$ cat src/sv/hfr_pkg.sv
`timescale 1ns / 1ps

package hfr_pkg;

  localparam int MaxFrame = 1024;

  localparam logic [7:0]  FlagByte     = 8'h7E;
  localparam logic [7:0]  EscByte      = 8'h7D;
  localparam logic [7:0]  EscMask      = 8'h20;
  localparam logic [7:0]  NoFrame      = 8'hFF;
  localparam logic [15:0] FcsInit      = 16'hFFFF;
  localparam logic [15:0] FcsPoly      = 16'h8408;
  localparam logic [15:0] GoodResidual = 16'hF0B8;

  localparam logic [7:0] AddrOneReset   = 8'h03;
  localparam logic [7:0] AddrTwoReset   = 8'h05;
  localparam logic [7:0] AddrThreeReset = 8'h41;
  localparam logic [9:0] DetectLimitReset = 10'd10;

  localparam int CfgIndexW = 2;
  localparam int CfgDataW  = 10;
  localparam int LenW      = 10;

  typedef enum logic [1:0] {
    FUNC_DATA   = 2'd0,
    FUNC_ABORT  = 2'd1,
    FUNC_DETECT = 2'd2,
    FUNC_PASS   = 2'd3
  } func_e;

  typedef enum logic [2:0] {
    KIND_PAYLOAD  = 3'd0,
    KIND_GOOD     = 3'd1,
    KIND_BAD      = 3'd2,
    KIND_OVERFLOW = 3'd3,
    KIND_FALLBACK = 3'd4,
    KIND_RAW      = 3'd5
  } kind_e;

  typedef enum logic [CfgIndexW-1:0] {
    REG_ADDR_ONE     = 2'd0,
    REG_ADDR_TWO     = 2'd1,
    REG_ADDR_THREE   = 2'd2,
    REG_DETECT_LIMIT = 2'd3
  } reg_e;

  typedef struct packed {
    logic [7:0] addr_one;
    logic [7:0] addr_two;
    logic [7:0] addr_three;
    logic [9:0] detect_limit;
  } cfg_t;

  typedef struct packed {
    kind_e         kind;
    logic [7:0]    data;
    logic [7:0]    address;
    logic          ack_needed;
    logic [2:0]    ack_seq;
    logic [LenW-1:0] payload_length;
    logic [15:0]   fcs_residual;
  } result_t;

  // Reflected FCS-16, one byte, bit at a time (LSB first).
  function automatic logic [15:0] fcs_update(input logic [15:0] crc, input logic [7:0] b);
    logic [15:0] c;
    c = crc ^ {8'h00, b};
    for (int i = 0; i < 8; i++) begin
      if (c[0]) begin
        c = (c >> 1) ^ FcsPoly;
      end else begin
        c = c >> 1;
      end
    end
    return c;
  endfunction

endpackage

$ cat src/sv/hfr_if.sv
`timescale 1ns / 1ps

interface hfr_in_if;
  logic       valid;
  logic       ready;
  logic [1:0] func;
  logic [7:0] rx_byte;

  modport source (output valid, output func, output rx_byte, input ready);
  modport sink   (input valid, input func, input rx_byte, output ready);
endinterface

interface hfr_out_if;
  logic        valid;
  logic        ready;
  logic [2:0]  kind;
  logic [7:0]  data;
  logic [7:0]  address;
  logic        ack_needed;
  logic [2:0]  ack_seq;
  logic [9:0]  payload_length;
  logic [15:0] fcs_residual;

  modport source (output valid, output kind, output data, output address, output ack_needed,
                  output ack_seq, output payload_length, output fcs_residual, input ready);
  modport sink   (input valid, input kind, input data, input address, input ack_needed,
                  input ack_seq, input payload_length, input fcs_residual, output ready);
endinterface

interface hfr_cfg_if;
  logic       valid;
  logic       ready;
  logic [1:0] index;
  logic [9:0] value;

  modport source (output valid, output index, output value, input ready);
  modport sink   (input valid, input index, input value, output ready);
endinterface

$ cat src/sv/hfr_deframer.sv
`timescale 1ns / 1ps

module hfr_deframer #(
  parameter int MAX_FRAME = hfr_pkg::MaxFrame
) (
  input  logic             clk_i,
  input  logic             rst_ni,
  input  logic             accept_i,
  input  logic [1:0]       func_i,
  input  logic [7:0]       rx_byte_i,
  input  hfr_pkg::cfg_t    cfg_i,
  output logic             res_valid_o,
  output hfr_pkg::result_t res_o
);

  localparam int CntW = $clog2(MAX_FRAME + 1);
  localparam int CmpW = (CntW > hfr_pkg::LenW) ? CntW : hfr_pkg::LenW;

  typedef enum logic [1:0] {
    MODE_DETECT = 2'd0,
    MODE_HDLC   = 2'd1,
    MODE_PASS   = 2'd2
  } mode_e;

  mode_e            mode_q, mode_d;
  logic             esc_q, esc_d;
  logic [7:0]       addr_q, addr_d;
  logic [CntW-1:0]  cnt_q, cnt_d;
  logic [15:0]      fcs_q, fcs_d;
  logic [7:0]       hold0_q, hold0_d;
  logic [7:0]       hold1_q, hold1_d;
  logic [7:0]       ctrl_q, ctrl_d;

  logic [7:0]       c;
  logic             frame_open;
  logic             addr_match;
  logic [15:0]      fcs_next;
  logic [CmpW-1:0]  len_w;
  hfr_pkg::func_e   func;

  assign func       = hfr_pkg::func_e'(func_i);
  assign c          = esc_q ? (rx_byte_i ^ hfr_pkg::EscMask) : rx_byte_i;
  assign frame_open = (addr_q != hfr_pkg::NoFrame);
  assign addr_match = (c != hfr_pkg::NoFrame) &&
                      ((c == cfg_i.addr_one) || (c == cfg_i.addr_two) ||
                       (c == cfg_i.addr_three));
  // address byte seeds from init, later bytes chain on the running value
  assign fcs_next   = hfr_pkg::fcs_update(frame_open ? fcs_q : hfr_pkg::FcsInit, c);
  assign len_w      = CmpW'(cnt_q) - CmpW'(3);

  always_comb begin
    mode_d  = mode_q;
    esc_d   = esc_q;
    addr_d  = addr_q;
    cnt_d   = cnt_q;
    fcs_d   = fcs_q;
    hold0_d = hold0_q;
    hold1_d = hold1_q;
    ctrl_d  = ctrl_q;
    res_valid_o = 1'b0;
    res_o   = '0;

    if (accept_i) begin
      unique case (func)
        hfr_pkg::FUNC_ABORT: begin
          esc_d   = 1'b0;
          addr_d  = hfr_pkg::NoFrame;
          cnt_d   = '0;
          fcs_d   = hfr_pkg::FcsInit;
          hold0_d = '0;
          hold1_d = '0;
        end
        hfr_pkg::FUNC_DETECT: mode_d = MODE_DETECT;
        hfr_pkg::FUNC_PASS:   mode_d = MODE_PASS;
        hfr_pkg::FUNC_DATA: begin
          if (mode_q == MODE_PASS) begin
            res_valid_o = 1'b1;
            res_o.kind  = hfr_pkg::KIND_RAW;
            res_o.data  = rx_byte_i;
          end else if (rx_byte_i == hfr_pkg::FlagByte) begin
            if (frame_open) begin
              res_valid_o        = 1'b1;
              res_o.address      = addr_q;
              res_o.fcs_residual = fcs_q;
              if (fcs_q == hfr_pkg::GoodResidual && cnt_q >= CntW'(3)) begin
                mode_d               = MODE_HDLC;
                res_o.kind           = hfr_pkg::KIND_GOOD;
                res_o.ack_needed     = ~ctrl_q[0];
                res_o.ack_seq        = ctrl_q[3:1];
                res_o.payload_length = len_w[hfr_pkg::LenW-1:0];
              end else begin
                res_o.kind = hfr_pkg::KIND_BAD;
              end
            end
            addr_d  = hfr_pkg::NoFrame;
            cnt_d   = '0;
            fcs_d   = hfr_pkg::FcsInit;
            hold0_d = '0;
            hold1_d = '0;
          end else if (rx_byte_i == hfr_pkg::EscByte) begin
            esc_d = 1'b1;
          end else begin
            esc_d = 1'b0;
            if (!frame_open) begin
              if (addr_match) begin
                addr_d  = c;
                cnt_d   = '0;
                fcs_d   = fcs_next;
                hold0_d = '0;
                hold1_d = '0;
              end
            end else if (mode_q != MODE_HDLC &&
                         CmpW'(cnt_q) > CmpW'(cfg_i.detect_limit)) begin
              // too long without a good frame: give up on HDLC
              mode_d        = MODE_PASS;
              res_valid_o   = 1'b1;
              res_o.kind    = hfr_pkg::KIND_FALLBACK;
              res_o.address = addr_q;
            end else if (cnt_q >= CntW'(MAX_FRAME)) begin
              addr_d        = hfr_pkg::NoFrame;
              cnt_d         = '0;
              fcs_d         = hfr_pkg::FcsInit;
              hold0_d       = '0;
              hold1_d       = '0;
              res_valid_o   = 1'b1;
              res_o.kind    = hfr_pkg::KIND_OVERFLOW;
              res_o.address = addr_q;
            end else begin
              if (cnt_q == '0) begin
                ctrl_d = c;
              end
              // two-byte delay keeps the FCS bytes from going out as payload
              if (cnt_q >= CntW'(3) && addr_q != cfg_i.addr_three) begin
                res_valid_o   = 1'b1;
                res_o.kind    = hfr_pkg::KIND_PAYLOAD;
                res_o.data    = hold0_q;
                res_o.address = addr_q;
              end
              hold0_d = hold1_q;
              hold1_d = c;
              fcs_d   = fcs_next;
              cnt_d   = cnt_q + CntW'(1);
            end
          end
        end
        default: ;
      endcase
    end
  end

  always_ff @(posedge clk_i or negedge rst_ni) begin
    if (!rst_ni) begin
      mode_q  <= MODE_DETECT;
      esc_q   <= 1'b0;
      addr_q  <= hfr_pkg::NoFrame;
      cnt_q   <= '0;
      fcs_q   <= hfr_pkg::FcsInit;
      hold0_q <= '0;
      hold1_q <= '0;
      ctrl_q  <= '0;
    end else begin
      mode_q  <= mode_d;
      esc_q   <= esc_d;
      addr_q  <= addr_d;
      cnt_q   <= cnt_d;
      fcs_q   <= fcs_d;
      hold0_q <= hold0_d;
      hold1_q <= hold1_d;
      ctrl_q  <= ctrl_d;
    end
  end

endmodule

$ cat src/sv/hfr_out_buf.sv
`timescale 1ns / 1ps

module hfr_out_buf (
  input  logic             clk_i,
  input  logic             rst_ni,
  input  logic             push_i,
  input  hfr_pkg::result_t push_data_i,
  input  logic             pop_i,
  output logic             full_o,
  output logic             valid_o,
  output hfr_pkg::result_t data_o
);

  hfr_pkg::result_t mem_q [2];
  logic             wr_ptr_q, rd_ptr_q;
  logic [1:0]       count_q;
  logic             do_pop;

  assign valid_o = (count_q != 2'd0);
  assign full_o  = (count_q == 2'd2);
  assign data_o  = mem_q[rd_ptr_q];
  assign do_pop  = pop_i && valid_o;

  always_ff @(posedge clk_i or negedge rst_ni) begin
    if (!rst_ni) begin
      wr_ptr_q <= 1'b0;
      rd_ptr_q <= 1'b0;
      count_q  <= 2'd0;
    end else begin
      if (push_i) begin
        wr_ptr_q <= ~wr_ptr_q;
      end
      if (do_pop) begin
        rd_ptr_q <= ~rd_ptr_q;
      end
      count_q <= count_q + {1'b0, push_i} - {1'b0, do_pop};
    end
  end

  always_ff @(posedge clk_i) begin
    if (push_i) begin
      mem_q[wr_ptr_q] <= push_data_i;
    end
  end

endmodule

$ cat src/sv/hdlc_frame_receiver.sv
`timescale 1ns / 1ps

// Channel   Dir  Handshake     Payload
// in_ch     in   valid/ready   func[1:0], rx_byte[7:0]
// out_ch    out  valid/ready   kind, data, address, ack_needed, ack_seq,
//                              payload_length, fcs_residual
// cfg_ch    in   valid/ready   index[1:0], value[9:0]
//
// One request per cycle while in_ch.ready is high; the whole byte step
// (unescape, address match, FCS-16 byte update, count checks) is
// combinational. A result is registered into a two-entry output buffer
// and shows on out_ch from there; in_ch.ready drops only while both
// entries wait. cfg_ch is always ready. Reset loads the default addresses
// and limit, detect mode, and no open frame.

module hdlc_frame_receiver #(
  parameter int MAX_FRAME = hfr_pkg::MaxFrame
) (
  input  logic      clk_i,
  input  logic      rst_ni,
  hfr_in_if.sink    in_ch,
  hfr_out_if.source out_ch,
  hfr_cfg_if.sink   cfg_ch
);

  hfr_pkg::cfg_t    cfg_q;
  hfr_pkg::result_t res;
  hfr_pkg::result_t out_res;
  logic             res_valid;
  logic             buf_full;
  logic             in_accept;

  assign cfg_ch.ready = 1'b1;
  assign in_ch.ready  = ~buf_full;
  assign in_accept    = in_ch.valid && ~buf_full;

  always_ff @(posedge clk_i or negedge rst_ni) begin
    if (!rst_ni) begin
      cfg_q.addr_one     <= hfr_pkg::AddrOneReset;
      cfg_q.addr_two     <= hfr_pkg::AddrTwoReset;
      cfg_q.addr_three   <= hfr_pkg::AddrThreeReset;
      cfg_q.detect_limit <= hfr_pkg::DetectLimitReset;
    end else if (cfg_ch.valid) begin
      unique case (hfr_pkg::reg_e'(cfg_ch.index))
        hfr_pkg::REG_ADDR_ONE:     cfg_q.addr_one     <= cfg_ch.value[7:0];
        hfr_pkg::REG_ADDR_TWO:     cfg_q.addr_two     <= cfg_ch.value[7:0];
        hfr_pkg::REG_ADDR_THREE:   cfg_q.addr_three   <= cfg_ch.value[7:0];
        hfr_pkg::REG_DETECT_LIMIT: cfg_q.detect_limit <= cfg_ch.value;
        default: ;
      endcase
    end
  end

  hfr_deframer #(
    .MAX_FRAME (MAX_FRAME)
  ) u_deframer (
    .clk_i       (clk_i),
    .rst_ni      (rst_ni),
    .accept_i    (in_accept),
    .func_i      (in_ch.func),
    .rx_byte_i   (in_ch.rx_byte),
    .cfg_i       (cfg_q),
    .res_valid_o (res_valid),
    .res_o       (res)
  );

  hfr_out_buf u_out_buf (
    .clk_i       (clk_i),
    .rst_ni      (rst_ni),
    .push_i      (res_valid),
    .push_data_i (res),
    .pop_i       (out_ch.ready),
    .full_o      (buf_full),
    .valid_o     (out_ch.valid),
    .data_o      (out_res)
  );

  assign out_ch.kind           = out_res.kind;
  assign out_ch.data           = out_res.data;
  assign out_ch.address        = out_res.address;
  assign out_ch.ack_needed     = out_res.ack_needed;
  assign out_ch.ack_seq        = out_res.ack_seq;
  assign out_ch.payload_length = out_res.payload_length;
  assign out_ch.fcs_residual   = out_res.fcs_residual;

endmodule

$ cat src/flat_wrapper.sv
// flat-port wrapper written by rule: the top's interface ports become plain ports
module hdlc_frame_receiver_flat 
#(
  parameter int MAX_FRAME = hfr_pkg::MaxFrame
)
  (clk_i, rst_ni, in_ch_valid, in_ch_func, in_ch_rx_byte, in_ch_ready, out_ch_valid, out_ch_kind, out_ch_data, out_ch_address, out_ch_ack_needed, out_ch_ack_seq, out_ch_payload_length, out_ch_fcs_residual, out_ch_ready, cfg_ch_valid, cfg_ch_index, cfg_ch_value, cfg_ch_ready);
  hfr_in_if in_ch_i ();
  hfr_out_if out_ch_i ();
  hfr_cfg_if cfg_ch_i ();
  input  logic clk_i;
  input  logic rst_ni;
  input wire logic [$bits(in_ch_i.valid)-1:0] in_ch_valid;
  input wire logic [$bits(in_ch_i.func)-1:0] in_ch_func;
  input wire logic [$bits(in_ch_i.rx_byte)-1:0] in_ch_rx_byte;
  output wire logic [$bits(in_ch_i.ready)-1:0] in_ch_ready;
  output wire logic [$bits(out_ch_i.valid)-1:0] out_ch_valid;
  output wire logic [$bits(out_ch_i.kind)-1:0] out_ch_kind;
  output wire logic [$bits(out_ch_i.data)-1:0] out_ch_data;
  output wire logic [$bits(out_ch_i.address)-1:0] out_ch_address;
  output wire logic [$bits(out_ch_i.ack_needed)-1:0] out_ch_ack_needed;
  output wire logic [$bits(out_ch_i.ack_seq)-1:0] out_ch_ack_seq;
  output wire logic [$bits(out_ch_i.payload_length)-1:0] out_ch_payload_length;
  output wire logic [$bits(out_ch_i.fcs_residual)-1:0] out_ch_fcs_residual;
  input wire logic [$bits(out_ch_i.ready)-1:0] out_ch_ready;
  input wire logic [$bits(cfg_ch_i.valid)-1:0] cfg_ch_valid;
  input wire logic [$bits(cfg_ch_i.index)-1:0] cfg_ch_index;
  input wire logic [$bits(cfg_ch_i.value)-1:0] cfg_ch_value;
  output wire logic [$bits(cfg_ch_i.ready)-1:0] cfg_ch_ready;
  assign in_ch_i.valid = in_ch_valid;
  assign in_ch_i.func = in_ch_func;
  assign in_ch_i.rx_byte = in_ch_rx_byte;
  assign in_ch_ready = in_ch_i.ready;
  assign out_ch_valid = out_ch_i.valid;
  assign out_ch_kind = out_ch_i.kind;
  assign out_ch_data = out_ch_i.data;
  assign out_ch_address = out_ch_i.address;
  assign out_ch_ack_needed = out_ch_i.ack_needed;
  assign out_ch_ack_seq = out_ch_i.ack_seq;
  assign out_ch_payload_length = out_ch_i.payload_length;
  assign out_ch_fcs_residual = out_ch_i.fcs_residual;
  assign out_ch_i.ready = out_ch_ready;
  assign cfg_ch_i.valid = cfg_ch_valid;
  assign cfg_ch_i.index = cfg_ch_index;
  assign cfg_ch_i.value = cfg_ch_value;
  assign cfg_ch_ready = cfg_ch_i.ready;
  hdlc_frame_receiver #(.MAX_FRAME(MAX_FRAME)) u_core (.clk_i(clk_i), .rst_ni(rst_ni), .in_ch(in_ch_i), .out_ch(out_ch_i), .cfg_ch(cfg_ch_i));
endmodule
$ cat config.mk
export PLATFORM = sky130hd
export DESIGN_NAME = hdlc_frame_receiver_flat
export DESIGN_NICKNAME = d
export VERILOG_FILES = /design/src/sv/hfr_pkg.sv /design/src/sv/hfr_if.sv /design/src/sv/hfr_deframer.sv /design/src/sv/hfr_out_buf.sv /design/src/sv/hdlc_frame_receiver.sv /design/src/flat_wrapper.sv
export SDC_FILE = /design/constraint.sdc
export NUM_CORES = 1
export LEC_CHECK = 0
export BUFFER_PORTS_ARGS = -buffer_cell sky130_fd_sc_hd__buf_2
export CAP_MARGIN = 25
export CORE_MARGIN = 8
export CORE_UTILIZATION = 56
export CTS_CLUSTER_DIAMETER = 30
export DETAILED_ROUTE_END_ITERATION = 16
export GPL_TIMING_DRIVEN = 0
export HOLD_SLACK_MARGIN = 0.06
export PLACE_DENSITY = 0.75
export SYNTH_ARGS = -nofsm -noshare
export SYNTH_HDL_FRONTEND = slang
export SYNTH_SLANG_ARGS = --single-unit
$ cat constraint.sdc
create_clock -name clk_i -period 8.7 [get_ports clk_i]
set_input_delay 0.435 -clock clk_i [delete_from_list [all_inputs] [get_ports clk_i]]
set_output_delay 0.435 -clock clk_i [all_outputs]
set_load 0.01 [all_outputs]
==> impl_metrics.csv, run 1 <==
group,metric,value,unit
pwr,clockPowerShare,0.278,
timing,maxSlewHeadroom,0.305,
pwr,swShare,0.301,
yosys,syn_nets,761,
worst_setup_path,cp.required,9.05,ns
worst_setup_path,cp_top_family,"simple AND/OR/NAND/NOR gates",
route,dr.pass1.iters,5,
flow_run,cap_violations,0,
route,wl_per_cell,19.6,µm
placement,placed_cells,1013,
finish,syn2layout_area_growth,13.9,%
timing,hold_viol,0,
pwr,power.density,252,mW/mm²
yosys,yosysWarnings,0,
clock_tree,clk_latency,0.43,ns
clock_tree,clkTransAtPathRegs,0.07,ns
timing,fin_skew,0.00980,ns
finish,nNetsFinal,858,
finish,drive_above_1_share,0.332,
run_status,status,"finished, final reports clean",
clock_tree,clk_path_buf_depth,2,
route,vias_per_cell,5.78,
global_routing,antenna_found_initial,0,
yosys,synth_area,0.00941,mm²
timing,maxSlewViolCount,0,
finish,n_antenna_cell,0,
yosys,synth-main-ff-cell,"edfxtp_1",
placement,dp_hpwl,14.9,mm
floorplan,die_area,0.0212,mm²
pwr,vdd_drop_max,0.000148,V
yosys,ys_types,65,
yosys,ys_seq_area_frac,0.572,
finish,final_cells,1046,
yosys,synthArstFlopShare,0.495,
route,totalWireLength,20.6,mm
worst_setup_path,path_cells,"clkbuf_1 > or3_4 > or4_4 > o32a_1 > or2_1 > o21ai_2 > a21oi_1 > nor2_1 > ha_1 > inv_1 > ha_1 > xnor2_1 > xnor2_1",
worst_setup_path,start_kind,"flop",
pwr,total_power,2.70,mW
global_routing,first_global_vias,6270,
worst_setup_path,worst-path-buf-inv,2,
floorplan,io_pins,79,
timing,worst_slew_pin_slew,1.04,ns
route,drc_errors,0,
yosys,synth.avg_cell_area,13.1,µm²
global_routing,gr-total-overflow,0,
yosys,syn_inst,716,
placement,place.gp.congestion,0.898,
timing,rsz0062_at_grt,"no",
route,antenna_left,0,
clock_tree,h-tree-depth,4,
pwr,power_frac_comb,0.273,
clock_tree,cts_num_sinks,194,
timing,finalCritPeriodShare,0.398,
floorplan,start_util,0.570,
worst_setup_path,worstPathMaxFanout,9,
route,drt_iter0_drc,395,
global_routing,grt_pass1_wl,33.4,mm
pwr,power.leakage,4.23,nW
timing,fin_crit,3.46,ns
global_routing,grt_max_degree,57,
worst_setup_path,crit_slowest_cell,"or4_4",
clock_tree,root_buffer,"clkbuf_16",
timing,fmax,0.289,GHz
worst_setup_path,end_kind,"flop",
global_routing,track_usage,0.199,
timing,tns,0,ns
min_path,hp-class,"input port to flop",
floorplan,die_y,146,µm
floorplan,die_w,146,µm
worst_setup_path,slowest_delay,0.53,ns
worst_setup_path,crit_type,"flop to flop",
clock_tree,cts_tree,"done",
floorplan,coreArea,0.0165,mm²
worst_setup_path,crit_arrival,3.81,ns
route,via_count,6044,
pwr,p_sw,0.812,mW
placement,port_buffers,74,
pwr,power.internal,1.89,mW
clock_tree,cts_buffers,17,
timing,finalSetupViolations,0,
yosys,synth-edff-count,98,
yosys,ys_seq_elements,194,
floorplan,rows,47,
pwr,p_seq_frac,0.449,
==> cells by family after synthesis <==
kind of cell / after synthesis / synth area share
DFF: 194 / 0.572
and+or+nand+nor: 165 / 0.0973
AOI/OAI and AO/OA: 110 / 0.0997
muxes: 88 / 0.105
xor gates and xnor gates: 77 / 0.0716
buffers and inverters: 63 / 0.0298
adders and majority gates: 18 / 0.0239
other: 1 / 0.000398
==> worst register-to-register path: cells and delay by family, from the launching register on <==
family	cells	cell delay, ns
AND/OR/NAND/NOR	4	1.31
adder cells (fa/ha/maj)	2	0.43
buffers and inverters	2	0.28
AO/OA/AOI/OAI	3	0.68
XOR/XNOR	2	0.29
flip-flops	1	0.40
==> layout make-up <==
cell class / instances / area (µm²)
timing repair buffer: 78 / 450
buffer: 41 / 198
fill: 1228 / 5800
multi-input combinational: 459 / 3750
sequential: 194 / 5390
clock buffer: 23 / 510
inverter: 22 / 82.6
tap: 220 / 275
clock inverter: 9 / 70.1
==> layer usage <==
| metal | track usage | part of all wire | vias up |
|---|---|---|---|
| li1 | - | - | 2811 |
| met3 | 0.0454 | 0.050 | 18 |
| met1 | 0.260 | 0.45 | 3045 |
| met4 | 0.0531 | 0.011 | 0 |
| met2 | 0.327 | 0.49 | 170 |
| met5 | 0 | 0 | - |
==> registers in the layout, summed over array words and instances (netlist names), 2 cells and up <==
signal / count
u_core.u_out_buf.mem_q: 98
u_core.cfg_q: 34
u_core.u_deframer.fcs_q: 16
u_core.u_deframer.cnt_q: 11
u_core.u_deframer.addr_q: 8
u_core.u_deframer.hold0_q: 8
u_core.u_deframer.hold1_q: 8
u_core.u_deframer.ctrl_q: 4
u_core.u_deframer.mode_q: 2
u_core.u_out_buf.count_q: 2
==> synth_stat cells (5+ instances only) <==
cell type  instances  area [µm²]
xnor2_1           58         508
a2bb2oi_2         12         180
or3_1              5        31.3
nor2_1            35         131
nand3_1           11        55.1
o21ai_0            8        40.0
ha_1              18         225
nor3_1            11        55.1
inv_1             22        82.6
dfrtp_1           64        1600
a31oi_1            6        37.5
xor2_1            19         166
a22o_1            24         210
nand4_1           14        87.6
nand2b_1           5        31.3
buf_2             11        55.1
clkbuf_1          19        71.3
mux2_2            87         980
dfstp_2           32         841
edfxtp_1          98        2940
o22a_1            11        96.3
and3_1             6        37.5
buf_1              5        18.8
a21oi_1           13        65.1
and2_1            31         194
nand2_1           20        75.1
==> cells in the final DEF, fill, tap and decap left out, drive strengths merged, types with 16 or more instances in the layout <==
master   Yosys  final
a2bb2oi     16     16
inv         22     24
dfstp       32     32
clkbuf      19     42
ha          18     18
xor2        19     19
dfrtp       64     64
mux2        87     87
xnor2       58     58
nand2       20     20
nor2        35     35
and2        31     31
edfxtp      98     98
buf         22     99
a22o        24     24
==> power groups by stage <==
stage | combinational (mW) | sequential [mW] | clock, mW
after floorplan | 0.542 | 1.19 | 0
after global placement | 0.716 | 1.22 | 0
after detailed placement | 0.739 | 1.23 | 0
after CTS | 0.744 | 1.21 | 0.764
after global routing | 0.806 | 1.23 | 0.800
final | 0.738 | 1.21 | 0.752
==> worst paths after layout <==
check	start	endpoint	slack, ns	cells after the start
worst max-delay path	u_core.u_deframer.cnt_q[2]	u_core.u_out_buf.count_q[1]	5.24	13
worst min-delay path	cfg_ch_value[8]	u_core.cfg_q[8]	0.24	2
worst max register to register	u_core.u_deframer.cnt_q[2]	u_core.u_out_buf.count_q[1]	5.24	13
worst min register to register	u_core.u_deframer.ctrl_q[1]	u_core.u_deframer.ctrl_q[1]	0.50	1
max in group asynchronous	rst_ni	u_core.u_deframer.fcs_q[4]	7.46	3
min in group asynchronous	rst_ni	u_core.cfg_q[5]	0.53	2
==> through the flow <==
stage	instance area, µm²	hold slack [ns]	setup slack [ns]	utilization
floorplan	9410	0.139	5.30	-
global placement	10100	0.475	4.60	0.609
detailed placement	10100	0.455	5.27	0.613
CTS	10700	0.227	5.25	0.649
global route	10700	0.227	5.10	0.649
finish	10700	0.236	5.24	0.649
==> repair_timing <==
item,4_1_cts,5_1_grt
buffers inserted,0,0
gates resized for setup,0,0
endpoints found under the setup margin,0,0
hold buffers,1,0
hold endpoints to repair,24,0
(Power assumes the default switching activity.)
==> run 2: changes to the inputs <==
Settings changed: CORE_UTILIZATION 56 to 54, PLACE_DENSITY 0.75 to 0.76.
Clock period 8.7 ns to 3.1 ns, I/O delays scaled along.
==> run 2 against run 1 <==
  * The flow now finishes with violations (negative setup slack)
  * Highest routed layer unchanged
  * Maximum frequency up 10%
  * Largest power group unchanged
  * Die area grew 3.3%
  * Sequential share of layout area decreased by 1.5 points
==> impl_metrics.csv, run 2 (same netlist as run 1, synthesis figures left out) <==
group,metric,value,unit
finish,n_antenna_cell,0,
floorplan,die_area,0.0219,mm²
timing,worst_slew_pin_slew,0.690,ns
clock_tree,cts_num_sinks,194,
worst_setup_path,worst-path-buf-inv,3,
floorplan,die_w,148,µm
worst_setup_path,reg2reg_setup_slack,-0.04,ns
finish,fin_area,0.0111,mm²
timing,fin_skew,0.0113,ns
min_path,hold_depth,2,
finish,top_register,"u_core.u_out_buf.mem_q",
clock_tree,cts_tree,"done",
worst_setup_path,timing.rr.start,"u_core.u_deframer.cnt_q[4]",
run_status,status,"complete, but fails checks",
global_routing,gr-total-overflow,0,
finish,syn2layout_area_growth,17.5,%
flow_run,cap_violations,0,
pwr,power.density,699,mW/mm²
placement,port_buffers,74,
timing,fin_crit,3.14,ns
timing,rsz0062_at_grt,"yes",
floorplan,rows,48,
floorplan,die_y,148,µm
clock_tree,h-tree-depth,4,
clock_tree,clk_latency,0.45,ns
finish,reg_top3,"u_core.u_out_buf.mem_q x98, u_core.cfg_q x34, u_core.u_deframer.fcs_q x16",
timing,fin_worst_hold_slack,0.106,ns
min_path,hold_end,"u_core.u_deframer.addr_q[4]",
finish,fin_util,0.644,
worst_setup_path,start_kind,"flop",
finish,layout_common_cells,"edfxtp_1, mux2_2, buf_2, dfrtp_1, xnor2_1",
worst_setup_path,crit_arrival,3.33,ns
route,totalWireLength,21.3,mm
route,drt_iter0_drc,464,
route,via_count,6205,
pwr,vdd_drop_max,0.000447,V
floorplan,coreArea,0.0172,mm²
clock_tree,clk_path_buf_depth,2,
finish,final_cells,1078,
timing,setup_ws,-0.0377,ns
pwr,power.leakage,4.41,nW
worst_setup_path,slowest_delay,0.44,ns
route,dr.pass1.iters,5,
placement,placed_cells,1018,
clock_tree,cts_buffers,17,
floorplan,io_pins,79,
min_path,min_from,"in_ch_rx_byte[4]",
worst_setup_path,end_kind,"flop",
route,drc_errors,0,
worst_setup_path,worstRegToRegCells,10,
worst_setup_path,cp_top_family,"simple AND/OR/NAND/NOR gates",
placement,preCtsSetupSlack,-0.204,ns
placement,place.gp.congestion,0.896,
timing,tns,-1.04,ns
floorplan,start_util,0.548,
global_routing,track_usage,0.200,
pwr,total_power,7.73,mW
timing,finalCritPeriodShare,1.01,
finish,mostFrequentLayoutCell,"edfxtp_1",
route,wl_per_cell,19.8,µm
worst_setup_path,worstPathMaxFanout,33,
global_routing,first_global_vias,6350,
worst_setup_path,cp.required,3.29,ns
global_routing,antenna_found_initial,0,
worst_setup_path,path_cells,"buf_6 > or3_4 > or4_4 > o32a_1 > or2_1 > o21ai_2 > a21oi_4 > buf_4 > o21a_4 > buf_12",
finish,drive_above_1_share,0.353,
timing,fmax,0.319,GHz
placement,dp_hpwl,14.8,mm
worst_setup_path,crit_slowest_cell,"or4_4",
finish,nNetsFinal,885,
clock_tree,root_buffer,"clkbuf_16",
timing,maxSlewHeadroom,0.540,
route,antenna_left,0,
finish,largest_reg_flops,98,
global_routing,grt_max_degree,71,
route,vias_per_cell,5.76,
clock_tree,clkTransAtPathRegs,0.07,ns
worst_setup_path,r2r-end,"u_core.u_out_buf.mem_q[1][9]",
timing,hold_viol,0,
placement,dpl_cell_area,0.0101,mm²
run_status,failed_checks,"negative setup slack",
min_path,hp-class,"input port to flop",
timing,maxSlewViolCount,0,
global_routing,grt_pass1_wl,34.0,mm
timing,finalSetupViolations,34,
worst_setup_path,crit_type,"flop to flop",
## run 2: changes by cell type in the layout (fill, tap and decap cells not counted), sizes merged
cell         before  now
clkbuf           42   36
clkinvlp          3    0
clkinv            4    8
bufinv            0    1
dlygate4sd3       1   12
buf              99  115
inv              24   28
## run 2: area by class of cell
type	instances	area, µm²
Clock inverter	15	170
Inverter	22	82.6
Buffer	39	205
Timing Repair Buffer	107	696
Multi-Input combinational cell	459	3810
Sequential cell	194	5390
Clock buffer	17	425
Tap cell	225	282
Fill cell	1321	6120
## run 2: repair_timing
action                                 CTS  global route
setup endpoints to repair              111            92
pin swaps                                4             2
gates resized for setup                  8            14
buffers inserted                         4            13
hold buffers                            12             0
endpoints found under the hold margin   92             0
## run 2: metal layers
metal / track usage / wire length (µm)
met1: 0.250 / 9260
met2: 0.333 / 10600
met3: 0.0456 / 1100
met4: 0.0709 / 368
met5: 0 / 0
## run 2: worst max path at each step
stage,start,end,slack (ns),cells past startpoint
finish,u_core.u_deframer.cnt_q[4],u_core.u_out_buf.mem_q[1][9],-0.04,10
global route,u_core.u_deframer.cnt_q[4],u_core.u_out_buf.count_q[1],-0.14,13
CTS,u_core.u_deframer.cnt_q[4],u_core.u_out_buf.count_q[1],0.002,13
detailed placement,u_core.u_deframer.cnt_q[2],u_core.u_out_buf.mem_q[0][20],-0.20,9
global placement,u_core.u_deframer.cnt_q[2],u_core.u_out_buf.mem_q[0][19],-0.31,8
floorplan,u_core.u_deframer.cnt_q[4],u_core.u_out_buf.mem_q[0][0],0.05,8
## run 2: where the power goes
part | switching, mW | internal [mW]
clock | 1.04 | 1.15
sequential | 0.310 | 3.09
combinational | 1.06 | 1.08
